### config.mk
export PLATFORM = sky130hd
export DESIGN_NAME = softmax_temperature_vector_core
export DESIGN_NICKNAME = d
export VERILOG_FILES = /design/src/design/stv_pkg.sv /design/src/design/stv_divider.sv /design/src/design/stv_exp_unit.sv /design/src/design/softmax_temperature_vector_core.sv
export SDC_FILE = /design/constraint.sdc
export NUM_CORES = 2
export LEC_CHECK = 0
export BUFFER_PORTS_ARGS = -buffer_cell sky130_fd_sc_hd__clkbuf_2
export CORE_MARGIN = 1
export CORE_UTILIZATION = 50
export DETAILED_ROUTE_END_ITERATION = 7
export PLACE_DENSITY = 0.65
export SYNTH_ARGS = -nofsm -noshare
export SYNTH_HDL_FRONTEND = slang
export SYNTH_SLANG_ARGS = --single-unit
### constraint.sdc
create_clock -name clk -period 10.85 [get_ports clk]
set_clock_uncertainty 0.15 [all_clocks]
set_input_delay 1.6275 -clock clk [delete_from_list [all_inputs] [get_ports clk]]
set_output_delay 1.6275 -clock clk [all_outputs]
set_load 0.02 [all_outputs]
### src/design/stv_pkg.sv
// shared types, constants and exp table for the softmax temperature core
`timescale 1ns / 1ps
`default_nettype none
package stv_pkg;
    localparam int MAX_LEN = 64;
    localparam int EXP_TABLE_SIZE = 256;
    localparam int ADDR_W = $clog2(MAX_LEN);
    localparam int CNT_W = ADDR_W + 1;
    localparam int TIDX_W = $clog2(EXP_TABLE_SIZE);
    localparam int STEP_SHIFT = 12;
    localparam int SUM_W = 24;
    localparam int DIV_NUM_W = 34;
    localparam logic [SUM_W-1:0] SUM_LIMIT = {SUM_W{1'b1}};
    localparam logic [63:0] EXP_RATIO_Q32 = 64'd4034748382;
    localparam logic [15:0] INV_TEMP_RESET = 16'd256;

    typedef struct packed {
        logic signed [15:0] activation;
        logic               last_of_vector;
    } in_beat_t;

    typedef struct packed {
        logic [15:0] probability;
        logic        last_result;
    } out_beat_t;

    typedef enum logic [2:0] {
        ST_LOAD,
        ST_EXP,
        ST_DIV_START,
        ST_DIV_RUN,
        ST_EMIT
    } state_t;

    function automatic logic [EXP_TABLE_SIZE*17-1:0] build_exp_table();
        logic [EXP_TABLE_SIZE*17-1:0] t;
        logic [63:0] v;
        logic [63:0] e;
        logic [127:0] p;
        t = '0;
        v = 64'd1 << 32;
        for (int k = 0; k < EXP_TABLE_SIZE; k++)
        begin
            e = (v + 64'd32768) >> 16;
            t[k*17 +: 17] = (e > 64'd65536) ? 17'd65536 : e[16:0];
            p = v * EXP_RATIO_Q32 + (128'd1 << 31);
            v = p[95:32];
        end
        return t;
    endfunction

    localparam logic [EXP_TABLE_SIZE*17-1:0] EXP_TABLE = build_exp_table();

    function automatic logic [16:0] exp_rom(input logic [TIDX_W-1:0] idx);
        return EXP_TABLE[int'(idx)*17 +: 17];
    endfunction
endpackage
`default_nettype wire

### src/design/stv_divider.sv
// restoring divider for probability = (e*65536 + sum/2) / sum
`timescale 1ns / 1ps
`default_nettype none
module stv_divider
    import stv_pkg::*;
(
    input  wire logic             clk,
    input  wire logic             rst_n,
    input  wire logic             go,
    input  wire logic [16:0]      e,
    input  wire logic [SUM_W-1:0] sum,
    output logic                  done,
    output logic [15:0]           quo
);
    logic [DIV_NUM_W-1:0] num_reg, num_next;
    logic [SUM_W:0]       rem_reg, rem_next;
    logic [DIV_NUM_W-1:0] q_reg, q_next;
    logic [5:0]           cnt_reg, cnt_next;
    logic                 run_reg, run_next;
    logic                 done_reg, done_next;
    logic [SUM_W:0]       trial;

    always_comb
    begin
        num_next = num_reg;
        rem_next = rem_reg;
        q_next = q_reg;
        cnt_next = cnt_reg;
        run_next = run_reg;
        done_next = 1'b0;
        trial = {rem_reg[SUM_W-1:0], num_reg[DIV_NUM_W-1]};
        if (go)
        begin
            num_next = {1'b0, e, 16'd0} + {11'd0, sum[SUM_W-1:1]};
            rem_next = '0;
            q_next = '0;
            cnt_next = 6'(DIV_NUM_W);
            run_next = 1'b1;
        end
        else if (run_reg)
        begin
            num_next = {num_reg[DIV_NUM_W-2:0], 1'b0};
            if (trial >= {1'b0, sum})
            begin
                rem_next = trial - {1'b0, sum};
                q_next = {q_reg[DIV_NUM_W-2:0], 1'b1};
            end
            else
            begin
                rem_next = trial;
                q_next = {q_reg[DIV_NUM_W-2:0], 1'b0};
            end
            cnt_next = cnt_reg - 6'd1;
            if (cnt_reg == 6'd1)
            begin
                run_next = 1'b0;
                done_next = 1'b1;
            end
        end
    end

    always_ff @(posedge clk or negedge rst_n)
    begin
        if (!rst_n)
        begin
            run_reg <= 1'b0;
            done_reg <= 1'b0;
            cnt_reg <= '0;
        end
        else
        begin
            run_reg <= run_next;
            done_reg <= done_next;
            cnt_reg <= cnt_next;
        end
    end

    always_ff @(posedge clk)
    begin
        num_reg <= num_next;
        rem_reg <= rem_next;
        q_reg <= q_next;
    end

    assign done = done_reg;
    assign quo = (sum == '0) ? 16'd0 :
                 (q_reg[DIV_NUM_W-1:16] != '0) ? 16'hffff : q_reg[15:0];
endmodule
`default_nettype wire

### src/design/stv_exp_unit.sv
// pipelined exp(-d * inverse_temperature) by table interpolation
`timescale 1ns / 1ps
`default_nettype none
module stv_exp_unit
    import stv_pkg::*;
(
    input  wire logic        clk,
    input  wire logic [15:0] delta,
    input  wire logic [15:0] inv_temp,
    output logic [16:0]      e
);
    logic [31:0] a_reg;
    logic [16:0] here_reg, next_reg;
    logic [11:0] f_reg;
    logic        zero_reg;
    logic [19:0] idx;
    logic [29:0] prod;

    assign idx = a_reg[31:STEP_SHIFT];

    always_ff @(posedge clk)
    begin
        a_reg <= delta * inv_temp;
        zero_reg <= idx >= 20'(EXP_TABLE_SIZE);
        here_reg <= exp_rom(idx[TIDX_W-1:0]);
        next_reg <= (idx + 20'd1 < 20'(EXP_TABLE_SIZE)) ?
                    exp_rom(TIDX_W'(idx + 20'd1)) : 17'd0;
        f_reg <= a_reg[STEP_SHIFT-1:0];
    end

    assign prod = ({13'd0, here_reg - next_reg} * {18'd0, f_reg}) + 30'd2048;
    assign e = zero_reg ? 17'd0 : here_reg - prod[28:12];
endmodule
`default_nettype wire

### src/design/softmax_temperature_vector_core.sv
// top level of the softmax with temperature core
// channel | signals                     | handshake
// input   | start, busy, in_beat        | accepted when start && !busy
// result  | out_valid, out_beat         | one cycle per beat, no stall
// config  | cfg_we, cfg_wdata           | written when cfg_we
// loading accepts one element per cycle; the exp pass streams the elements through
// the sample memory read register and the exp pipe; each result then passes through
// divider start, 34 divide steps, done and the result beat. busy is high from
// the last element until the final result beat; results are never stalled.
// reset clears control and sets inverse temperature to 1.0
`timescale 1ns / 1ps
`default_nettype none
module softmax_temperature_vector_core
    import stv_pkg::*;
(
    input  wire logic      clk,
    input  wire logic      rst_n,
    input  wire logic      start,
    output logic           busy,
    input  wire in_beat_t  in_beat,
    output logic           out_valid,
    output out_beat_t      out_beat,
    input  wire logic      cfg_we,
    input  wire logic [15:0] cfg_wdata
);
    logic [15:0] sample_mem [MAX_LEN];
    logic [16:0] exp_mem [MAX_LEN];
    logic [15:0] samp_rd_reg;
    logic [16:0] exp_rd_reg;

    state_t state_reg, state_next;
    logic [CNT_W-1:0] count_reg, count_next;
    logic [CNT_W-1:0] rptr_reg, rptr_next;
    logic [CNT_W-1:0] wptr_reg, wptr_next;
    logic [2:0] vpipe_reg, vpipe_next;
    logic signed [15:0] max_reg, max_next;
    logic [SUM_W-1:0] sum_reg, sum_next;
    logic [15:0] inv_reg;
    logic accept, samp_we, exp_we, div_go, div_done;
    logic [16:0] e_val;
    logic [15:0] delta, quo;
    logic [SUM_W:0] sum_add;

    assign accept = start && !busy;
    assign busy = state_reg != ST_LOAD;
    assign samp_we = accept && (count_reg < CNT_W'(MAX_LEN));
    assign delta = 16'(max_reg - $signed(samp_rd_reg));
    assign exp_we = vpipe_reg[2];
    assign sum_add = {1'b0, sum_reg} + {8'd0, e_val};

    stv_exp_unit u_exp (
        .clk      (clk),
        .delta    (delta),
        .inv_temp (inv_reg),
        .e        (e_val)
    );

    stv_divider u_div (
        .clk   (clk),
        .rst_n (rst_n),
        .go    (div_go),
        .e     (exp_rd_reg),
        .sum   (sum_reg),
        .done  (div_done),
        .quo   (quo)
    );

    always_ff @(posedge clk)
    begin
        if (samp_we)
            sample_mem[count_reg[ADDR_W-1:0]] <= in_beat.activation;
        samp_rd_reg <= sample_mem[rptr_reg[ADDR_W-1:0]];
        if (exp_we)
            exp_mem[wptr_reg[ADDR_W-1:0]] <= e_val;
        exp_rd_reg <= exp_mem[rptr_next[ADDR_W-1:0]];
    end

    always_comb
    begin
        state_next = state_reg;
        count_next = count_reg;
        rptr_next = rptr_reg;
        wptr_next = wptr_reg;
        max_next = max_reg;
        sum_next = sum_reg;
        vpipe_next = {vpipe_reg[1:0], 1'b0};
        div_go = 1'b0;
        out_valid = 1'b0;
        out_beat.probability = quo;
        out_beat.last_result = (rptr_reg + CNT_W'(1)) == count_reg;
        case (state_reg)
            ST_LOAD:
            begin
                if (samp_we)
                begin
                    count_next = count_reg + CNT_W'(1);
                    if (in_beat.activation > max_reg)
                        max_next = in_beat.activation;
                end
                if (accept && in_beat.last_of_vector)
                begin
                    state_next = ST_EXP;
                    rptr_next = '0;
                    wptr_next = '0;
                    sum_next = '0;
                end
            end
            ST_EXP:
            begin
                if (rptr_reg < count_reg)
                begin
                    rptr_next = rptr_reg + CNT_W'(1);
                    vpipe_next[0] = 1'b1;
                end
                if (exp_we)
                begin
                    wptr_next = wptr_reg + CNT_W'(1);
                    sum_next = sum_add[SUM_W] ? SUM_LIMIT : sum_add[SUM_W-1:0];
                end
                if (vpipe_reg == '0 && rptr_reg == count_reg)
                begin
                    rptr_next = '0;
                    state_next = ST_DIV_START;
                end
            end
            ST_DIV_START:
            begin
                div_go = 1'b1;
                state_next = ST_DIV_RUN;
            end
            ST_DIV_RUN:
            begin
                if (div_done)
                    state_next = ST_EMIT;
            end
            ST_EMIT:
            begin
                out_valid = 1'b1;
                rptr_next = rptr_reg + CNT_W'(1);
                if (out_beat.last_result)
                begin
                    state_next = ST_LOAD;
                    count_next = '0;
                    max_next = -16'sd32768;
                end
                else
                    state_next = ST_DIV_START;
            end
            default:
                state_next = ST_LOAD;
        endcase
    end

    always_ff @(posedge clk or negedge rst_n)
    begin
        if (!rst_n)
        begin
            state_reg <= ST_LOAD;
            count_reg <= '0;
            rptr_reg <= '0;
            wptr_reg <= '0;
            vpipe_reg <= '0;
            max_reg <= -16'sd32768;
            sum_reg <= '0;
            inv_reg <= INV_TEMP_RESET;
        end
        else
        begin
            state_reg <= state_next;
            count_reg <= count_next;
            rptr_reg <= rptr_next;
            wptr_reg <= wptr_next;
            vpipe_reg <= vpipe_next;
            max_reg <= max_next;
            sum_reg <= sum_next;
            if (cfg_we)
                inv_reg <= cfg_wdata;
        end
    end
endmodule
`default_nettype wire

# Word-level counts from Yosys, hierarchy flattened

Memory sizes are Yosys's and may differ from the RTL's. A register that Yosys moved wholly into a read port is not among the register bits.
Cells that the tools add are included.

Add/sub/neg operators: 12
Multipliers: 4
Div/mod/pow operators: 0
$lt $le $gt $ge: 6
Eq/ne operators: 15
Shift-type cells: 2
Multiplexer cells: 46
Bitwise logic cells: 0
Reductions and logical operators: 19

Operators by type and width:

| kind                                                                             | count |
|---|---|
| 4352-bit by 32-bit variable part select with 17-bit output, first input constant | 2 |
| 24-bit two-way mux                                                               | 4 |
| 16-bit two-way mux                                                               | 5 |
| 34-bit two-way mux                                                               | 2 |
| 7-bit two-way mux                                                                | 7 |
| 24-bit case mux with 2 select lines                                              | 1 |
| 33-bit by 23-bit adder with 34-bit output                                        | 1 |
| 17-bit subtractor                                                                | 2 |
| 16-bit by 16-bit multiplier with 32-bit output                                   | 1 |
| 16-bit case mux with 2 select lines                                              | 1 |
| 29-bit by 12-bit adder with 29-bit output, second input constant                 | 1 |
| 17-bit by 12-bit multiplier with 29-bit output                                   | 1 |
| 7-bit case mux with 2 select lines                                               | 2 |
| 8-bit by 5-bit multiplier with 13-bit output, second input constant              | 2 |
| 24-bit by 17-bit adder with 25-bit output                                        | 1 |
| 25-bit by 24-bit >= comparator with 1-bit output                                 | 1 |
| 24-bit zero test                                                                 | 1 |
| 24-bit subtractor                                                                | 1 |
| 7-bit by 1-bit adder with 7-bit output, second input constant                    | 3 |
| 7-bit case mux with 3 select lines                                               | 1 |
| 20-bit by 1-bit adder with 20-bit output, second input constant                  | 1 |
| 20-bit by 9-bit >= comparator with 1-bit output, second input constant           | 1 |
| 20-bit by 9-bit less-than comparator with 1-bit output, second input constant    | 1 |
| 18-bit nonzero test                                                              | 1 |
| other kinds (26)                                                                 | 60 |

Register bits: 262
Bits in latches: 0
Bits in writable memories: 2112
ROM bits: 0
Input port bits: 37
Output and inout port bits: 19
Memories: 2

Memories:

| memory     | words | width | rd ports | clocked after memory_dff | wr ports | line                                  | source |
|---|---|---|---|---|---|---|---|
| exp_mem    | 64    | 17    | 1        | 1                        | 1        | softmax_temperature_vector_core.sv:27 | `logic [16:0] exp_mem [MAX_LEN];` |
| sample_mem | 64    | 16    | 1        | 1                        | 1        | softmax_temperature_vector_core.sv:26 | `logic [15:0] sample_mem [MAX_LEN];` |

# Depth between registers and ports, before layout

Depth after elaboration: 9
Mapped depth: 48
Mapped depth without buffers: 46

# Hierarchy

Synthesis repeated with hierarchy kept, for this count alone.

Cell total of the unflattened synthesis: 7986
Area, all modules: 117771.7 um^2

By module, submodules not included:

| module                          | times used | cells an instance | area each (um^2) |
|---|---|---|---|
| softmax_temperature_vector_core | 1          | 4456              | 88412.3 |
| stv_exp_unit                    | 1          | 2895              | 23402.4 |
| stv_divider                     | 1          | 635               | 5957.0 |

# Least setup slack after synthesis

OpenSTA, ideal clock, no wires.

Kind: register -> register
From: reg u_exp.next_reg[2]
To: reg sum_reg[18]
Setup time: 136 ps
Arrival: 11514 ps
Slack: -950 ps
Stages on the path, launching flop included: 40
Buffers on the path: 2
Period minus slack after synthesis: 11800 ps
Path through: dfxtp_1 -> inv_1 -> ha_1 -> nor2b_1 -> o21a_1 -> o21ai_0 -> nand2b_1 -> a31o_2 -> a311oi_1 -> xnor2_1 -> clkbuf_1 -> and2_1 -> fa_1 -> inv_1 -> fa_1 -> fa_1 -> inv_1 -> fa_1 -> (+4 left out) -> o2111ai_1 -> nand2_1 -> and2_1 -> or3_1 -> nand2_1 -> ha_1 -> o21a_1 -> o31a_1 -> a211oi_1 -> ha_1 -> a21boi_0 -> o21ai_1 -> a21oi_1 -> o31ai_1 -> a211o_1 -> clkbuf_1 -> and4_1 -> nor3_1

Cells in the longest elaborated chain, start to end: 9

RTL lines:

| item                                           | line                                   | source |
|---|---|---|
| from (decl)                                    | stv_exp_unit.sv:13                     | `logic [16:0] here_reg, next_reg;` |
| from (signal assigned)                         | stv_exp_unit.sv:26                     | `next_reg <= (idx + 20'd1 < 20'(EXP_TABLE_SIZE)) ?` |
| 17-bit subtractor                              | stv_exp_unit.sv:31                     | `assign prod = ({13'd0, here_reg - next_reg} * {18'd0, f_reg}) + 30'd2048;` |
| 17-bit by 12-bit multiplier with 29-bit output | stv_exp_unit.sv:31                     |  |
| 29-bit by 12-bit adder with 29-bit output      | stv_exp_unit.sv:31                     |  |
| 17-bit subtractor                              | stv_exp_unit.sv:32                     | `assign e = zero_reg ? 17'd0 : here_reg - prod[28:12];` |
| 17-bit two-way mux                             | stv_exp_unit.sv:32                     |  |
| via e_val[4]                                   | softmax_temperature_vector_core.sv:40  | `logic [16:0] e_val;` |
| 24-bit by 17-bit adder with 25-bit output      | softmax_temperature_vector_core.sv:49  | `assign sum_add = {1'b0, sum_reg} + {8'd0, e_val};` |
| 24-bit two-way mux                             | softmax_temperature_vector_core.sv:118 | `sum_next = sum_add[SUM_W] ? SUM_LIMIT : sum_add[SUM_W-1:0];` |
| 24-bit two-way mux                             | softmax_temperature_vector_core.sv:115 | `if (exp_we)` |
| 24-bit case mux with 2 select lines            | softmax_temperature_vector_core.sv:91  | `case (state_reg)` |
| to (signal assigned)                           | softmax_temperature_vector_core.sv:175 | `sum_reg <= sum_next;` |
| to (decl)                                      | softmax_temperature_vector_core.sv:37  | `logic [SUM_W-1:0] sum_reg, sum_next;` |

The timed path passes the listed nets, and every way through them passes these cells. The select of a mux whose other input is x is not followed.
A chain may end at the register's enable or synchronous reset.

# Worst setup path in the final report

From: reg u_exp.here_reg[0]
To: reg sum_reg[21]

Cells in the longest elaborated chain, start to end: 9

RTL lines:

| item                                           | line                                   | source |
|---|---|---|
| from (decl)                                    | stv_exp_unit.sv:13                     |  |
| from (signal assigned)                         | stv_exp_unit.sv:25                     | `here_reg <= exp_rom(idx[TIDX_W-1:0]);` |
| 17-bit subtractor                              | stv_exp_unit.sv:31                     |  |
| 17-bit by 12-bit multiplier with 29-bit output | stv_exp_unit.sv:31                     |  |
| 29-bit by 12-bit adder with 29-bit output      | stv_exp_unit.sv:31                     |  |
| 17-bit subtractor (*)                          | stv_exp_unit.sv:32                     |  |
| 17-bit two-way mux (*)                         | stv_exp_unit.sv:32                     |  |
| via e_val[6]                                   | softmax_temperature_vector_core.sv:40  |  |
| 24-bit by 17-bit adder with 25-bit output (*)  | softmax_temperature_vector_core.sv:49  |  |
| 24-bit two-way mux (*)                         | softmax_temperature_vector_core.sv:118 |  |
| 24-bit two-way mux (*)                         | softmax_temperature_vector_core.sv:115 |  |
| 24-bit case mux with 2 select lines (*)        | softmax_temperature_vector_core.sv:91  |  |

The timed path passes the listed nets; every way through them passes the cells marked *. The select of a mux whose other input is x is not followed.

==> results.ini <==
[run_status]
outcome=complete, no violations

[placement]
dp_hpwl_um=193000
gp_congestion=0.924
numPortBuffers=55
dpl_cell_area_sq_mm=0.123

[yosys]
yosys-top-cells-area=edfxtp_1 (55%), mux4_2 (6.6%), fa_1 (6.0%)
syn_nets=9710
synth_top_area_share_pct=54.5
synth_edf_count=2146
ys_ff_latch=2406
synth_area_sq_mm=0.118
avgSynthCellArea_sq_um=13.2
async_flop_share_pct=3.74
syn_inst=8977
synthTopCellsByCount=edfxtp_1 (2146), nand2_1 (1364), inv_1 (525)
synth_warnings=0
synth_most_common_cell=edfxtp_1
synth_cell_type_count=89
ys.flop_type=edfxtp_1
ys_seq_area_share_pct=59.3
yosysTopAreaCell=edfxtp_1

[critical_path]
ff2ff_setup_slack_ns=0.54
path_buf_inv=7
r2r_end=sum_reg[21]
cp.required_ns=11.46
path_delay_family=adder cells
max_stage_delay_ns=0.73
crit_start=u_exp.here_reg[0]
crit_slowest_cell=o311ai_0
crit_fanout=12
startpoint_type=register
cp.arrival_ns=10.92
critPathCaptureType=register
reg2reg_from=u_exp.here_reg[0]
path_class=reg2reg
reg2reg_depth=44

[detailed_routing]
totalWireLength_um=311000
detail-route-antenna-nets=0
drcViolationCount=0
avgViaCountPerCell=6.05
dr.pass1.iters=8
wl_per_cell_um=25.2
drtIter0Drc=8082
via_count=74776

[global_route]
grt_pass1_vias=73857
grt_usage_pct=26.1
grt_max_degree=175
grt_pass1_wl_um=468000
antenna_found_initial=10
grt-ovfl-total=0

[die]
core_sq_mm=0.235
die-area_sq_mm=0.238
ioPinCount=56
rows=178
die_h_um=488
die-width_um=488
initial_core_util_pct=50.3

[cells_and_area]
fillers=18893
final_core_utilization_pct=55.7
layout.nets=9740
synthToLayoutAreaGrowth_pct=10.8
final_area_sq_mm=0.131
drive_gt1_share_pct=13.0
largest_register_ffs=1088

[min_path]
hold_end=u_exp.f_reg[2]
hold_class=reg2reg
hold_path.startpoint=u_exp.a_reg[2]
hold_depth=0

[run]
max-cap-violations=0

[timing]
hold_viol_final=0
fin_crit_sh_pct=95.0
setup_viol=0
period_minus_slack_ns=10.31
worst_pin_slew_ns=1.31
clock.fmax_mhz=97.0
slew_headroom_pct=12.5
slew_violations=0

[clocking]
cts_made_buffers=240
cts_sinks=2406
cts_hold_buf=0
cts_buffer_depth=3
cts-root-buf=clkbuf_16
clk_pin_slew_ns=0.06
insertion_delay_ns=0.94
h-tree-depth=4
cts_tree=done

[layout make-up]
class,instances,area (sq um),area share (%)
clock buffers,287,6240,4.77
flip-flops and latches,2406,70100,53.5
repair buffers,357,2620,2.00
clock inverters,160,1730,1.32
diodes,6,15.0,0.0115
well taps,3150,3940,3.01
multi-input cells,5468,44300,33.8
inverters,534,2010,1.54
[routing by layer]
layer  up-vias  GRT usage [%]  part of all wire (%)
li1      33093              -                     -
met5         -              0                0.0042
met3       556           3.98                   7.8
met2      3178           41.5                    47
met1     37947           36.5                    41
met4         2           9.82                   3.9
[worst max path at each step]
stage,slack (ns),cells past startpoint,to
floorplan,0.06,44,sum_reg[18]
global placement,0.40,45,sum_reg[18]
detailed placement,0.39,45,sum_reg[21]
CTS,0.34,45,sum_reg[21]
global route,-0.008,45,sum_reg[21]
finish,0.54,44,sum_reg[21]
[cells in the final DEF, fill, tap and decap left out, types with 240 or more instances in the layout]
master / n
ha_1: 339
nand3_1: 382
edfxtp_1: 2146
nor2_1: 412
nand2_1: 1364
a21oi_1: 243
mux4_2: 347
inv_1: 524
buf_4: 296
fa_1: 353
clkbuf_16: 240
[metrics by stage]
step / worst slack (ns) / hold WS, ns / std cells / setup TNS [ns]
after floorplan: 0.0560 / 0.160 / 8977 / 0
after detailed placement: 0.390 / 0.162 / 11913 / 0
after global routing: -0.00785 / 0.181 / 12365 / -0.00785
after global placement: 0.400 / 0.161 / 11913 / 0
final: 0.540 / 0.175 / 12368 / 0
after CTS: 0.341 / 0.176 / 12360 / 0
[cells by family (layout without fill, tap and decap cells)]
group | after synthesis | count (layout) | share of synthesized area, %
mux | 552 | 552 | 8.36
xor+xnor | 156 | 156 | 1.16
simple gates | 2862 | 2862 | 11.0
other cells | 0 | 6 | 0
fa+ha+maj | 696 | 696 | 9.61
buf+inv | 1103 | 1338 | 3.61
flops | 2406 | 2406 | 59.3
compound gates | 1202 | 1202 | 6.93
[timing repair]
item                                    in CTS  in global routing
resized for setup                            0                 24
buffers inserted                             0                  2
endpoints found under the setup margin       0                 24
Power is left out: the tool's default activity adds up to more than one toggle a clock period on the data nets, which glitch-free logic cannot reach.
